`config.mk`:
```
export PLATFORM = sky130hd
export DESIGN_NAME = bcd_date_to_unix_seconds_core
export DESIGN_NICKNAME = d
export VERILOG_FILES = /design/src/bcdux_pkg.sv /design/src/bcdux_decode.sv /design/src/bcdux_days.sv /design/src/bcdux_secs.sv /design/src/bcd_date_to_unix_seconds_core.sv
export SDC_FILE = /design/constraint.sdc
export NUM_CORES = 1
export LEC_CHECK = 0
export BUFFER_PORTS_ARGS = -buffer_cell sky130_fd_sc_hd__buf_2
export CAP_MARGIN = 0
export CORE_MARGIN = 4
export CORE_UTILIZATION = 45
export DETAILED_ROUTE_END_ITERATION = 10
export GPL_TIMING_DRIVEN = 1
export PLACE_DENSITY = 0.61
export REMOVE_ABC_BUFFERS = 1
export SLEW_MARGIN = 20
export SYNTH_ARGS = -nofsm -noshare
export SYNTH_HDL_FRONTEND = slang
export SYNTH_SLANG_ARGS = --single-unit
```
`constraint.sdc`:
```
create_clock -name clk -period 7.3 [get_ports clk]
set_input_delay 0 -clock clk [delete_from_list [all_inputs] [get_ports clk]]
set_output_delay 0 -clock clk [all_outputs]
set_load 0.03 [all_outputs]
```
`src/bcdux_pkg.sv`:
```
// ----------------------------------------------------------------------------
// bcdux_pkg
// Shared types, constants and helper functions for the BCD date to
// Unix seconds converter.
// ----------------------------------------------------------------------------
package bcdux_pkg;

	localparam int unsigned DaysW  = 17;	// day count up to about 71.6k
	localparam int unsigned TodW   = 18;	// time of day up to 167185 s
	localparam int unsigned SecsW  = 33;

	// Days from 1970-01-01 to 2000-01-01
	localparam logic [DaysW-1:0] EpochToBaseDays = 17'd10957;
	localparam logic [SecsW-1:0] SecsPerDay      = 33'd86400;
	localparam logic [TodW-1:0]  SecsPerHour     = 18'd3600;
	localparam logic [TodW-1:0]  SecsPerMin      = 18'd60;
	localparam logic [7:0]       NoLeapYear      = 8'd100;	// 2100
	localparam logic [7:0]       FirstAfterNoLeap = 8'd101;
	localparam logic [3:0]       LastMonth       = 4'd12;

	typedef struct packed {
		logic [6:0] sec;	// 0..85
		logic [6:0] min;	// 0..85
		logic [5:0] hr;		// 0..45
		logic [5:0] day;	// 0..45
		logic [3:0] mon;	// 0..12 after saturation
		logic [7:0] yy;		// 0..165
	} dec_t;

	// tens*10 + units, nibbles above 9 taken as they are
	function automatic logic [7:0] bcd_dec(input logic [7:0] b);
		logic [7:0] tens;
		tens = {4'd0, b[7:4]};
		return (tens << 3) + (tens << 1) + {4'd0, b[3:0]};
	endfunction

	// Days before the first of the month in a common year; month 0 adds none
	function automatic logic [8:0] cum_days(input logic [3:0] mon);
		logic [8:0] d;
		unique case (mon)
			4'd2:    d = 9'd31;
			4'd3:    d = 9'd59;
			4'd4:    d = 9'd90;
			4'd5:    d = 9'd120;
			4'd6:    d = 9'd151;
			4'd7:    d = 9'd181;
			4'd8:    d = 9'd212;
			4'd9:    d = 9'd243;
			4'd10:   d = 9'd273;
			4'd11:   d = 9'd304;
			4'd12:   d = 9'd334;
			default: d = 9'd0;
		endcase
		return d;
	endfunction

endpackage

```
`src/bcdux_decode.sv`:
```
// ----------------------------------------------------------------------------
// bcdux_decode
// Stage 1: masks the raw clock bytes, decodes BCD and saturates the month.
// ----------------------------------------------------------------------------
module bcdux_decode import bcdux_pkg::*; (
	input  logic       clk,
	input  logic       en,
	input  logic [7:0] seconds_bcd,
	input  logic [7:0] minutes_bcd,
	input  logic [7:0] hours_bcd,
	input  logic [7:0] date_bcd,
	input  logic [7:0] month_bcd,
	input  logic [7:0] year_bcd,
	output dec_t       dec_s1
);

	logic [7:0] sec_d, min_d, hr_d, day_d, mon_d, yy_d;
	logic [3:0] mon_sat;
	dec_t       dec_d;

	always_comb begin
		sec_d = bcd_dec(seconds_bcd & 8'h7F);
		min_d = bcd_dec(minutes_bcd & 8'h7F);
		hr_d  = bcd_dec(hours_bcd & 8'h3F);
		day_d = bcd_dec(date_bcd & 8'h3F);
		mon_d = bcd_dec(month_bcd & 8'h1F);
		yy_d  = bcd_dec(year_bcd);
		// months past December count as December
		mon_sat = (mon_d > {4'd0, LastMonth}) ? LastMonth : mon_d[3:0];
		dec_d.sec = sec_d[6:0];
		dec_d.min = min_d[6:0];
		dec_d.hr  = hr_d[5:0];
		dec_d.day = day_d[5:0];
		dec_d.mon = mon_sat;
		dec_d.yy  = yy_d;
	end

	always_ff @(posedge clk) begin
		if (en) begin
			dec_s1 <= dec_d;
		end
	end

endmodule

```
`src/bcdux_days.sv`:
```
// ----------------------------------------------------------------------------
// bcdux_days
// Stage 2: day count since the epoch and seconds into the day.
// ----------------------------------------------------------------------------
module bcdux_days import bcdux_pkg::*; (
	input  logic             clk,
	input  logic             en,
	input  dec_t             dec_s1,
	output logic [DaysW-1:0] days_s2,
	output logic [TodW-1:0]  tod_s2
);

	logic [8:0]       yy_p3;
	logic [5:0]       leaps;
	logic             leap_fix;
	logic [DaysW-1:0] year_days;
	logic [DaysW-1:0] days_d;
	logic [TodW-1:0]  tod_d;

	always_comb begin
		// leap years 2000 .. year-1: multiples of four, less 2100 once passed
		yy_p3 = {1'b0, dec_s1.yy} + 9'd3;
		leaps = yy_p3[7:2] - {5'd0, (dec_s1.yy >= FirstAfterNoLeap)};
		leap_fix = (dec_s1.mon > 4'd2) && (dec_s1.yy[1:0] == 2'd0)
			&& (dec_s1.yy != NoLeapYear);
		year_days = EpochToBaseDays + {9'd0, dec_s1.yy} * 17'd365
			+ {11'd0, leaps};
		// date zero lands on the day before the first
		days_d = year_days + {8'd0, cum_days(dec_s1.mon)} + {16'd0, leap_fix}
			+ {11'd0, dec_s1.day} - 17'd1;
		tod_d = {12'd0, dec_s1.hr} * SecsPerHour + {11'd0, dec_s1.min} * SecsPerMin
			+ {11'd0, dec_s1.sec};
	end

	always_ff @(posedge clk) begin
		if (en) begin
			days_s2 <= days_d;
			tod_s2  <= tod_d;
		end
	end

endmodule

```
`src/bcdux_secs.sv`:
```
// ----------------------------------------------------------------------------
// bcdux_secs
// Stages 3 and 4: day count times 86400, then the time of day added.
// ----------------------------------------------------------------------------
module bcdux_secs import bcdux_pkg::*; (
	input  logic             clk,
	input  logic             en3,
	input  logic             en4,
	input  logic [DaysW-1:0] days_s2,
	input  logic [TodW-1:0]  tod_s2,
	output logic [SecsW-1:0] secs_s4
);

	logic [SecsW-1:0] prod_s3;
	logic [TodW-1:0]  tod_s3;

	always_ff @(posedge clk) begin
		if (en3) begin
			prod_s3 <= {16'd0, days_s2} * SecsPerDay;
			tod_s3  <= tod_s2;
		end
		if (en4) begin
			secs_s4 <= prod_s3 + {15'd0, tod_s3};
		end
	end

endmodule

```
`src/bcd_date_to_unix_seconds_core.sv`:
```
// ----------------------------------------------------------------------------
// bcd_date_to_unix_seconds_core
// Converts raw BCD clock bytes (seconds .. two-digit year of the 2000s)
// into seconds since 1970-01-01 00:00:00.
//
// Input channel: in_valid / in_stall with the six BCD bytes. An item is
// taken on a rising edge with in_valid high and in_stall low.
// Output channel: out_valid / out_stall with unix_seconds, one result
// per item, in order.
// Four register stages: decode, day count and time of day, multiply by
// 86400, final add. An accepted item passes through them in that order, and
// out_valid is the valid bit of the final-add stage; one item
// per cycle is sustained while the output is not stalled.
// Each stage holds its item when the stage after it is full and stalled, so
// bubbles close up under a stall and in_stall rises only once all four
// stages are full and out_stall is high. Nothing is lost or repeated.
// Reset (arst_n low) empties the pipeline; payload registers are not reset.
// There are no configuration registers.
// ----------------------------------------------------------------------------
module bcd_date_to_unix_seconds_core import bcdux_pkg::*; (
	input  logic        clk,
	input  logic        arst_n,
	input  logic        in_valid,
	output logic        in_stall,
	input  logic [7:0]  seconds_bcd,
	input  logic [7:0]  minutes_bcd,
	input  logic [7:0]  hours_bcd,
	input  logic [7:0]  date_bcd,
	input  logic [7:0]  month_bcd,
	input  logic [7:0]  year_bcd,
	output logic        out_valid,
	input  logic        out_stall,
	output logic [32:0] unix_seconds
);

	logic v_s1, v_s2, v_s3, v_s4;
	logic rdy1, rdy2, rdy3, rdy4;
	logic en1, en2, en3, en4;
	dec_t             dec_s1;
	logic [DaysW-1:0] days_s2;
	logic [TodW-1:0]  tod_s2;
	logic [SecsW-1:0] secs_s4;

	always_comb begin
		rdy4 = !v_s4 || !out_stall;
		rdy3 = !v_s3 || rdy4;
		rdy2 = !v_s2 || rdy3;
		rdy1 = !v_s1 || rdy2;
		en1  = in_valid && rdy1;
		en2  = v_s1 && rdy2;
		en3  = v_s2 && rdy3;
		en4  = v_s3 && rdy4;
	end

	always_ff @(posedge clk or negedge arst_n) begin
		if (!arst_n) begin
			v_s1 <= 1'b0;
			v_s2 <= 1'b0;
			v_s3 <= 1'b0;
			v_s4 <= 1'b0;
		end else begin
			if (rdy1) v_s1 <= in_valid;
			if (rdy2) v_s2 <= v_s1;
			if (rdy3) v_s3 <= v_s2;
			if (rdy4) v_s4 <= v_s3;
		end
	end

	bcdux_decode u_decode (
		.clk         (clk),
		.en          (en1),
		.seconds_bcd (seconds_bcd),
		.minutes_bcd (minutes_bcd),
		.hours_bcd   (hours_bcd),
		.date_bcd    (date_bcd),
		.month_bcd   (month_bcd),
		.year_bcd    (year_bcd),
		.dec_s1      (dec_s1)
	);

	bcdux_days u_days (
		.clk     (clk),
		.en      (en2),
		.dec_s1  (dec_s1),
		.days_s2 (days_s2),
		.tod_s2  (tod_s2)
	);

	bcdux_secs u_secs (
		.clk     (clk),
		.en3     (en3),
		.en4     (en4),
		.days_s2 (days_s2),
		.tod_s2  (tod_s2),
		.secs_s4 (secs_s4)
	);

	assign in_stall     = !rdy1;
	assign out_valid    = v_s4;
	assign unix_seconds = secs_s4;

	// input backs up only with every stage full and the output stalled
	assert property (@(posedge clk) disable iff (!arst_n)
		in_stall |-> (v_s1 && v_s2 && v_s3 && v_s4 && out_stall))
		else $error("input stalled with room in the pipeline");

	// a delivered result with nothing behind it leaves the last stage empty
	assert property (@(posedge clk) disable iff (!arst_n)
		(v_s4 && !out_stall && !v_s3) |=> !v_s4)
		else $error("result repeated at output");

	// an item in stage 3 moves on or stays, never vanishes
	assert property (@(posedge clk) disable iff (!arst_n)
		v_s3 |=> (v_s3 || v_s4))
		else $error("item lost between stages 3 and 4");

	// an accepted item always lands in stage 1
	assert property (@(posedge clk) disable iff (!arst_n)
		(in_valid && !in_stall) |=> v_s1)
		else $error("accepted item not captured");

endmodule

```
Word-level counts from Yosys, hierarchy flattened
Memory sizes are Yosys's and may differ from the RTL's. A register that Yosys moved wholly into a read port is not among the register bits.
Index checks and enable logic that the tools add are counted.
{"block": "word_totals", "reg_bits": 154, "romBits": 144, "inputBits": 52, "output_inout_bits": 35, "word_cells": 66, "memories": 1}
{"block": "op_classes", "addsub": 23, "n_mul": 4, "order_cmp": 3, "n_eq_ne": 1, "n_mux": 2, "reduce_logical": 17}
{"memory": "(name not given)", "depth": 16, "width": 9, "rd": 1, "rd_ports_with_merged_regs": 1, "write_ports": 0, "line_no": "bcdux_pkg.sv:40", "text": "unique case (mon)"}
{"op": "adder 17 x 6 -> 17 bit", "n": 2}
{"op": "adder 33 x 18 -> 33 bit", "n": 1}
{"op": "multiplier 17 x 10 -> 26 bit (second input constant)", "n": 1}
{"op": "adder 18 x 13 -> 18 bit", "n": 1}
{"op": "adder 18 x 7 -> 18 bit", "n": 1}
{"op": "adder 14 x 17 -> 17 bit (first input constant)", "n": 1}
{"op": "adder 17 x 1 -> 17 bit", "n": 1}
{"op": "adder 17 x 9 -> 17 bit", "n": 1}
{"op": "multiplier 8 x 9 -> 17 bit (second input constant)", "n": 1}
{"op": "subtractor 17 x 1 -> 17 bit (second input constant)", "n": 1}
{"op": "adder 6 x 4 -> 7 bit", "n": 2}
{"op": "adder 7 x 4 -> 7 bit", "n": 2}
{"op": "multiplier 6 x 8 -> 14 bit (second input constant)", "n": 1}
{"op": "adder 5 x 3 -> 6 bit", "n": 2}
{"op": "adder 6 x 4 -> 6 bit", "n": 2}
{"op": "multiplier 7 x 4 -> 11 bit (second input constant)", "n": 1}
{"op": "adder 7 x 5 -> 8 bit", "n": 1}
{"op": "adder 8 x 2 -> 8 bit (second input constant)", "n": 1}
{"op": "adder 8 x 4 -> 8 bit", "n": 1}
{"op": ">= comparator 8 x 7 -> 1 bit (second input constant)", "n": 1}
{"op": "two-way mux 4 bit", "n": 2}
{"op": "!= test 8 x 7 -> 1 bit (second input constant)", "n": 1}
{"op": "adder 5 x 4 -> 6 bit", "n": 1}
{"op": "greater-than comparator 6 x 4 -> 1 bit (second input constant)", "n": 1}
{"op": "other kinds (7)", "n": 20}

Logic depth before layout (Yosys ltp)
Gate-level depths: netlist of the first run.
{"block": "logic_depth", "ltp_word": 7, "mapped_depth": 24, "ltp_nobuf": 24}

By module
Synthesis of the first run repeated with hierarchy kept, for this count alone.
{"block": "unflattened", "cells_unflattened": 1260, "hier_area_um2": 14094.8}
{"mod": "bcdux_days", "instances": 1, "cells_each": 588, "area_each_um2": 5949.5, "seq_area_each_um2": 1051.0}
{"mod": "bcdux_secs", "instances": 1, "cells_each": 513, "area_each_um2": 5936.9, "seq_area_each_um2": 2312.2}
{"mod": "bcdux_decode", "instances": 1, "cells_each": 142, "area_each_um2": 2026.9, "seq_area_each_um2": 1141.1}
{"mod": "bcd_date_to_unix_seconds_core", "instances": 1, "cells_each": 17, "area_each_um2": 181.4, "seq_area_each_um2": 100.1}

Worst setup path before layout of the first run
No wires, ideal clock.
{"block": "synth_path", "kind": "reg2reg", "start": "reg, netlist name u_decode.dec_s1[7]", "end": "reg u_days.days_s2[16] (data pin)", "setup_time_ns": 0.259, "t_arrival_ns": 5.102, "required_time_ns": 7.041, "slack_ns": 1.939, "stages_incl_launch_ff": 23, "n_path_buf": 0, "synth_period_minus_slack_ns": 5.361, "cell_sequence": "edfxtp_1 -> inv_1 -> ha_1 -> nand3_1 -> o221ai_1 -> ha_1 -> o211a_1 -> mux2i_1 -> a22oi_1 -> xnor2_1 -> ha_1 -> inv_1 -> fa_1 -> fa_1 -> fa_1 -> inv_1 -> ha_1 -> nand2_1 -> o211a_1 -> o31ai_1 -> a41o_1 -> a21oi_1 -> xnor2_1"}
{"block": "synth_between", "elab_chain_cells": 7, "word_cells_on_any_way": 12, "cone_classes": "add/sub (8); mul (1); order compare (1); eq/ne (1); reduce/logical (1)"}
{"item": "multiplier 8 x 9 -> 17 bit, or another cell as far along", "line_no": "bcdux_days.sv:26", "text": "year_days = EpochToBaseDays + {9'd0, dec_s1.yy} * 17'd365"}
{"item": "adder 14 x 17 -> 17 bit or subtractor 6 x 1 -> 6 bit (tied branches)", "line_no": "bcdux_days.sv:26, bcdux_days.sv:23"}
{"item": "adder 17 x 6 -> 17 bit", "line_no": "bcdux_days.sv:27", "text": "+ {11'd0, leaps};"}
{"item": "adder 17 x 9 -> 17 bit", "line_no": "bcdux_days.sv:29", "text": "days_d = year_days + {8'd0, cum_days(dec_s1.mon)} + {16'd0, leap_fix}"}
{"item": "adder 17 x 1 -> 17 bit *", "line_no": "bcdux_days.sv:29"}
{"item": "adder 17 x 6 -> 17 bit *", "line_no": "bcdux_days.sv:30", "text": "+ {11'd0, dec_s1.day} - 17'd1;"}
{"item": "subtractor 17 x 1 -> 17 bit *", "line_no": "bcdux_days.sv:30"}
{"item": "named net u_days.days_d[16]", "line_no": "bcdux_days.sv:17", "text": "logic [DaysW-1:0] days_d;"}
{"item": "end signal, assigned", "line_no": "bcdux_days.sv:37", "text": "days_s2 <= days_d;"}
{"item": "end, declared", "line_no": "bcdux_days.sv:9", "text": "output logic [DaysW-1:0] days_s2,"}
Mark *: on every way through the listed nets, which the timed path passes. The rest lies on a longest branch.
A chain may end at the register's enable or synchronous reset.

Worst setup path in the final report of the first run
{"block": "layout_path", "start": "reg, netlist name u_decode.dec_s1[7]", "end": "reg u_days.days_s2[16] (data pin)"}
{"block": "layout_between", "elab_chain_cells": 7, "word_cells_on_any_way": 12, "cone_classes": "add/sub (8); mul (1); order compare (1); eq/ne (1); reduce/logical (1)"}
{"item": "multiplier 8 x 9 -> 17 bit, or another cell as far along", "line_no": "bcdux_days.sv:26"}
{"item": "adder 14 x 17 -> 17 bit or subtractor 6 x 1 -> 6 bit (tied branches)", "line_no": "bcdux_days.sv:26, bcdux_days.sv:23"}
{"item": "adder 17 x 6 -> 17 bit", "line_no": "bcdux_days.sv:27"}
{"item": "adder 17 x 9 -> 17 bit", "line_no": "bcdux_days.sv:29"}
{"item": "adder 17 x 1 -> 17 bit *", "line_no": "bcdux_days.sv:29"}
{"item": "adder 17 x 6 -> 17 bit *", "line_no": "bcdux_days.sv:30"}
{"item": "subtractor 17 x 1 -> 17 bit *", "line_no": "bcdux_days.sv:30"}
{"item": "named net u_days.days_d[16]", "line_no": "bcdux_days.sv:17"}
Marks and branches as above.

==> flow_summary.json, run 1 <==
{
  "cts_setup_buffers": 0,
  "drcViolationCount": 0,
  "clk_latency_ps": 440,
  "async_reset_ff_share_pct": 2.45,
  "routed_via_density": 4.91,
  "coreArea_um2": 31500,
  "status": "finished, final reports clean",
  "fmax_mhz": 169,
  "numCtsBuffers": 17,
  "clock_skew_ps": 11.7,
  "io_buffers": 77,
  "hpwl_um": 20200,
  "synth_edf_count": 150,
  "overflow": 0,
  "final_nets": 1800,
  "die_x_um": 186,
  "avgSynthCellArea_um2": 11.3,
  "post_cts_resized": 0,
  "rsz0062_at_grt": "false",
  "netlist_instances": 1265,
  "crit_arrival_ps": 6090,
  "ctsLongestPathBuffers": 2,
  "tritoncts": "yes",
  "grt_pass1_wl_um": 42800,
  "crit_start": "u_decode.dec_s1[7]",
  "finalSetupViolCount": 0,
  "gp_congestion": 0.865,
  "finalHoldViolations": 0,
  "n_antenna_cell": 0,
  "cts_root_buf": "clkbuf_16",
  "wl_per_cell_um": 13.6,
  "finalSetupTns_ps": 0,
  "critPathLaunchType": "flop",
  "routed_wirelength_um": 24500,
  "num_vias": 8841,
  "htree_num_levels": 4,
  "yosys_warnings": 0,
  "start_util_pct": 45.5,
  "grt_use_total_pct": 14.8,
  "cts_hold_buf": 28,
  "clkSlewWorstSetupHoldPaths_ps": 70,
  "finalCriticalPeriod_ps": 5910,
  "antenna_found_initial": 0,
  "ys.flop_type": "edfxtp_1",
  "finalMaxSlewViolations": 0,
  "dr.pass1.iters": 4,
  "ant_nets": 0,
  "hold_path_startpoint": "seconds_bcd[5]",
  "design.portCount": 87,
  "chipHeight_um": 186,
  "crit_path_end_kind": "flop",
  "fin_crit_sh_pct": 80.9,
  "worst-setup-path-type": "flop to flop",
  "min_path_type": "input pin to flop",
  "drive_above_1_share_pct": 9.59,
  "syn_area_um2": 14300,
  "ys_ff_latch": 163,
  "drtIter0Drc": 352,
  "die_area_um2": 34800,
  "tightest_slew_ps": 967,
  "rr_startpoint": "u_decode.dec_s1[7]",
  "ys_types": 69,
  "grt_pass1_vias": 9167,
  "timing.slew.headroom_pct": 33.7,
  "max_cap_viol_count": 0,
  "critical_path_required_ps": 7490,
  "cts_num_sinks": 163,
  "num_rows": 65,
  "grt_max_degree": 45,
  "syn2layout_area_growth_pct": 12.3,
  "ys_seq_area_share_pct": 33.4,
  "cp_max_fo": 8
}
## final timing paths
| kind | cells after the start | slack [ps] | endpoint |
|---|---|---|---|
| setup / recovery | 22 | 1390 | u_days.days_s2[16] |
| hold / removal | 3 | 10 | u_decode.dec_s1[33] |
| setup reg to reg | 22 | 1390 | u_days.days_s2[16] |
| hold reg to reg | 0 | 420 | u_secs.tod_s3[13] |
| max in group asynchronous | 3 | 6660 | out_valid |
| min in group asynchronous | 3 | 470 | v_s2 |
## layout make-up
type                    count  area, µm²
fillers                  2853      15400
multi-input cells         847       8590
flip-flops and latches    163       4780
inverters                 249        935
repair buffers            108        688
well taps                 402        503
clock buffers              17        425
clock inverters            14        170
## synth_stat cells, types with 4 or more instances
library cell / number / share of area (%)
buf_2: 4 / 0.14
mux2i_1: 9 / 0.63
a21boi_0: 4 / 0.21
xor2_1: 34 / 2.1
o21ai_0: 25 / 0.87
a31oi_1: 7 / 0.31
o21ai_1: 6 / 0.21
and2_1: 4 / 0.17
ha_1: 258 / 23
inv_1: 247 / 6.5
a21oi_1: 52 / 1.8
nor3_1: 12 / 0.42
a21o_1: 29 / 1.5
or3_1: 7 / 0.31
edfxtp_1: 150 / 31
o2111ai_1: 4 / 0.24
nand3_1: 16 / 0.56
nor2b_1: 18 / 0.79
o21a_1: 11 / 0.58
o221ai_1: 4 / 0.24
nand2_1: 32 / 0.84
o211ai_1: 10 / 0.52
a211oi_1: 11 / 0.58
nor2_1: 40 / 1.0
nor4_1: 5 / 0.22
dfxtp_1: 9 / 1.3
fa_1: 104 / 15
o21bai_1: 6 / 0.31
xnor2_1: 68 / 4.2
nand2b_1: 7 / 0.31
and3_1: 9 / 0.39
nand4_1: 4 / 0.17
dfrtp_1: 4 / 0.70
## cells in the final DEF, fill, tap and decap left out, drive strengths merged, types with 28 or more instances in the layout
master       Yosys  final
xor2            34     34
dlygate4sd3      0     28
inv            249    257
o21ai           33     33
buf              5     80
nor2            40     40
fa             104    104
a21o            30     30
a21oi           53     53
xnor2           68     68
ha             258    258
edfxtp         150    150
nand2           32     32
## per-layer routing
metal | part of all wire, % | up-vias | track usage [%]
li1 | - | 4583 | -
met1 | 49 | 4134 | 20.0
met2 | 47 | 109 | 25.0
met3 | 2.5 | 15 | 2.43
met4 | 0.99 | 0 | 3.58
met5 | 0 | - | 0
## per-stage QoR
stage | setup WS, ps | cell area [µm²] | std cells | utilization, % | hold slack, ps
after floorplan | 1940 | 14300 | 1259 | - | -296
after global placement | 1410 | 15200 | 1741 | 48.4 | -191
after detailed placement | 1380 | 15200 | 1741 | 48.4 | -183
after CTS | 1350 | 16100 | 1800 | 51.1 | 0.602
after global routing | 956 | 16100 | 1800 | 51.1 | 22.0
final | 1390 | 16100 | 1800 | 51.1 | 13.3
## logic make-up after synthesis
group                    after synthesis  share of synthesized area, %
adder cells (fa/ha/maj)              362                          37.0
buffers and inverters                255                          6.77
AO/OA/AOI/OAI                        199                          9.49
AND/OR/NAND/NOR                      171                          6.12
flip-flops                           163                          33.4
XOR/XNOR                             102                          6.23
multiplexers                          13                         0.960
## worst max-delay path: stages (launching register included)
cell and delay, ps:
edfxtp_1 520, inv_1 280, ha_1 220, nand3_1 90, o221ai_1 230, ha_1 250, o211a_1 200, mux2i_1 190
a22oi_1 100, xnor2_1 220, ha_1 270, inv_1 70, fa_1 430, fa_1 470, fa_1 540, inv_1 40
ha_1 350, nand2_1 90, o211a_1 260, o31ai_1 390, a41o_1 240, a21oi_1 70, xnor2_1 120
## sequential cells by signal (all words and copies together) (netlist names), named ones only
signal and cells:
u_secs.prod_s3 26, out_valid 1, u_secs.tod_s3 18, u_days.tod_s2 18, v_s1 1, u_days.days_s2 17
u_secs.secs_s4 33, u_decode.dec_s1 38, v_s2 1, v_s3 1
Power of run 1 is left out: the tool's default activity adds up to more than one toggle a clock period on the data nets, which glitch-free logic cannot reach.
==> run 2: changes to the inputs <==
ABC_AREA = 1   (was unset)
PLACE_DENSITY = 0.63   (was 0.61)
clock period = 5 ns   (was 7.3 ns; I/O delays follow)
==> run 2 against run 1 <==
  * Via count rose by 24%
  * Setup slack got worse by 1300 ps
  * Cell count rose by 28%
  * Sequential cell count unchanged
  * Routed wire length rose by 25%
  * Worst hold slack improved by 9.6 ps
  * Clock skew up 7.9 ps
  * Critical endpoint is now u_days.days_s2[12]
==> flow_summary.json, run 2 <==
{
  "io_buffers": 77,
  "netlist_instances": 1664,
  "critPathLaunchType": "flop",
  "grt_pass1_wl_um": 52400,
  "routed-wl-met3_um": 868,
  "final_cell_count_no_fill": 2296,
  "gp_congestion": 0.881,
  "fin_crit_sh_pct": 98.9,
  "routed-wl-met2_um": 15200,
  "antenna_found_initial": 0,
  "rsz0062_at_grt": "true",
  "final_nets": 2249,
  "status": "finished, final reports clean",
  "syn_area_um2": 15300,
  "synthXorXnorAreaFrac_pct": 4.46,
  "synthDominantCellAreaShare_pct": 29.4,
  "layout_common_cells": "354 x inv_1, 320 x nand2_1, 244 x ha_1",
  "grt_use_total_pct": 17.4,
  "cp_max_fo": 3,
  "chipHeight_um": 193,
  "hpwl_um": 25500,
  "async_reset_ff_share_pct": 2.45,
  "synth.area.mux_share_pct": 0,
  "routed_via_density": 4.79,
  "yosys.area_share.simple_pct": 16.2,
  "synth_edf_count": 150,
  "met1_length_um": 14000,
  "fin_area_um2": 17700,
  "synth_top_family_by_area": "adder cells",
  "syn2layout_area_growth_pct": 15.9,
  "worstRegToRegCells": 27,
  "finalSetupViolCount": 0,
  "clkSlewWorstSetupHoldPaths_ps": 80,
  "timing.slew.headroom_pct": 42.4,
  "cts_root_buf": "clkbuf_16",
  "largest_reg_flops": 38,
  "tritoncts": "yes",
  "hold_depth": 3,
  "yosys-top-cells-count": "360 x inv_1, 329 x nand2_1, 258 x ha_1",
  "ys.flop_type": "edfxtp_1",
  "worst-setup-path-type": "flop to flop",
  "finalHoldViolations": 0,
  "wl_per_cell_um": 13.3,
  "num_vias": 11000,
  "n_antenna_cell": 0,
  "hold_path_startpoint": "year_bcd[5]",
  "rr_startpoint": "u_decode.dec_s1[7]",
  "highest_layer": "met4",
  "ctsLongestPathBuffers": 2,
  "top_register": "u_decode.dec_s1",
  "min_path_type": "input pin to flop",
  "yosys_warnings": 0,
  "ff2ff_setup_slack_ps": 50,
  "min_to": "u_decode.dec_s1[2]",
  "coreArea_um2": 33500,
  "ys_seq_area_share_pct": 31.2,
  "htree_num_levels": 4,
  "die_x_um": 193,
  "grt_max_degree": 45,
  "yosysMostFrequentCell": "inv_1",
  "ant_nets": 0,
  "drive_above_1_share_pct": 12.1,
  "clk_latency_ps": 440,
  "fmax_mhz": 202,
  "crit_arrival_ps": 5150,
  "dpl_cell_area_um2": 16500,
  "start_util_pct": 45.7,
  "utilization_pct": 52.9,
  "tightest_slew_ps": 863,
  "ys_types": 39,
  "max_cap_viol_count": 0,
  "design.portCount": 87,
  "grt_pass1_vias": 11100,
  "critical_path_required_ps": 5200,
  "synth.top_cells.by_area": "edfxtp_1 29%, ha_1 21%, fa_1 14%",
  "top_regs": "u_decode.dec_s1: 38 flops, u_secs.secs_s4: 33 flops, u_secs.prod_s3: 26 flops",
  "r2r-end": "u_days.days_s2[12]",
  "finalMaxSlewViolations": 0,
  "numCtsBuffers": 17,
  "crit_path_end_kind": "flop",
  "yosys.area.top_type": "edfxtp_1",
  "finalCriticalPeriod_ps": 4950,
  "routed_wirelength_um": 30600,
  "dp_cells": 2222,
  "synthAdderAreaFrac_pct": 34.7,
  "num_rows": 67,
  "avgSynthCellArea_um2": 9.21,
  "overflow": 0,
  "dr.pass1.iters": 5,
  "drcViolationCount": 0,
  "ys_ff_latch": 163,
  "synth-compound-area-share_pct": 4.49,
  "mostFrequentLayoutCell": "inv_1",
  "clock_skew_ps": 19.6,
  "die_area_um2": 37100,
  "cts_num_sinks": 163,
  "drtIter0Drc": 427
}
-- run 2: cell count changes in the layout (fill, tap and decap cells not counted), sizes merged, moves of 11 or more --
cell    change
nor2       +47
xor2       +25
nand2     +305
xnor2      -49
nand4      +21
inv       +109
buf        +42
a211oi     -11
a21oi      +19
nor2b      -18
nand3      +79
a21o       -27
-- run 2: final cells by class --
class | instances | area [µm²]
fill | 3068 | 15800
multi-input combinational | 1138 | 9450
sequential | 163 | 4780
inverter | 363 | 1370
timing repair buffer | 152 | 1050
tap | 448 | 561
clock buffer | 19 | 433
clock inverter | 13 | 104
-- run 2: cells by family after synthesis --
| group | count (synthesis) |
|---|---|
| simple gates | 572 |
| fa+ha+maj | 362 |
| xor+xnor | 78 |
| flops | 163 |
| buf+inv | 363 |
| compound gates | 126 |
-- run 2: how the worst max path moves through the flow --
stage | slack [ps] | endpoint | from
after detailed placement | -230 | u_days.days_s2[16] | u_decode.dec_s1[7]
after CTS | 3 | u_days.days_s2[16] | u_decode.dec_s1[0]
after global placement | -80 | u_days.days_s2[16] | u_decode.dec_s1[7]
after global routing | -230 | u_days.days_s2[12] | u_decode.dec_s1[0]
after floorplan | -130 | u_days.days_s2[16] | u_decode.dec_s1[7]
final | 50 | u_days.days_s2[12] | u_decode.dec_s1[7]
-- run 2: timing repair --
| item | CTS | global route |
|---|---|---|
| pin swaps | 9 | 28 |
| setup buffers | 2 | 9 |
| hold buffers | 30 | 0 |
| resized for setup | 17 | 46 |
| endpoints found under the hold margin | 32 | 0 |
| setup endpoints to repair | 7 | 14 |
-- run 2: worst max-delay path: stages, from the launching register on --
cell	delay, ps
edfxtp_1	410
inv_2	90
ha_4	150
nand2_4	60
nor2_4	80
o21ai_1	80
o211ai_1	110
ha_2	230
nand3_2	90
nor2_4	160
xnor2_2	140
fa_1	470
fa_1	500
fa_1	520
inv_1	50
fa_1	490
inv_2	50
fa_2	400
nand3_2	90
nand2_4	60
nand2_2	60
nand2_1	40
nand2_1	60
nand2_2	90
nand2_2	80
nand2_1	50
nand2_1	50
nand2_1	50
-- run 2: per-layer routing --
metal,GRT usage (%),vias up
met5,0,-
met4,5.10,0
met3,2.79,36
met2,30.1,144
met1,22.5,5118
li1,-,5708
-- run 2: stage by stage --
stage | TNS [ps] | setup WS, ps | hold slack [ps]
floorplan | -426 | -127 | -296
global placement | -165 | -75.2 | -188
detailed placement | -964 | -229 | -188
CTS | 0 | 3.22 | 4.85
global route | -1190 | -227 | 25.5
finish | 0 | 53.3 | 22.9
Power of run 2 is left out for the same reason.
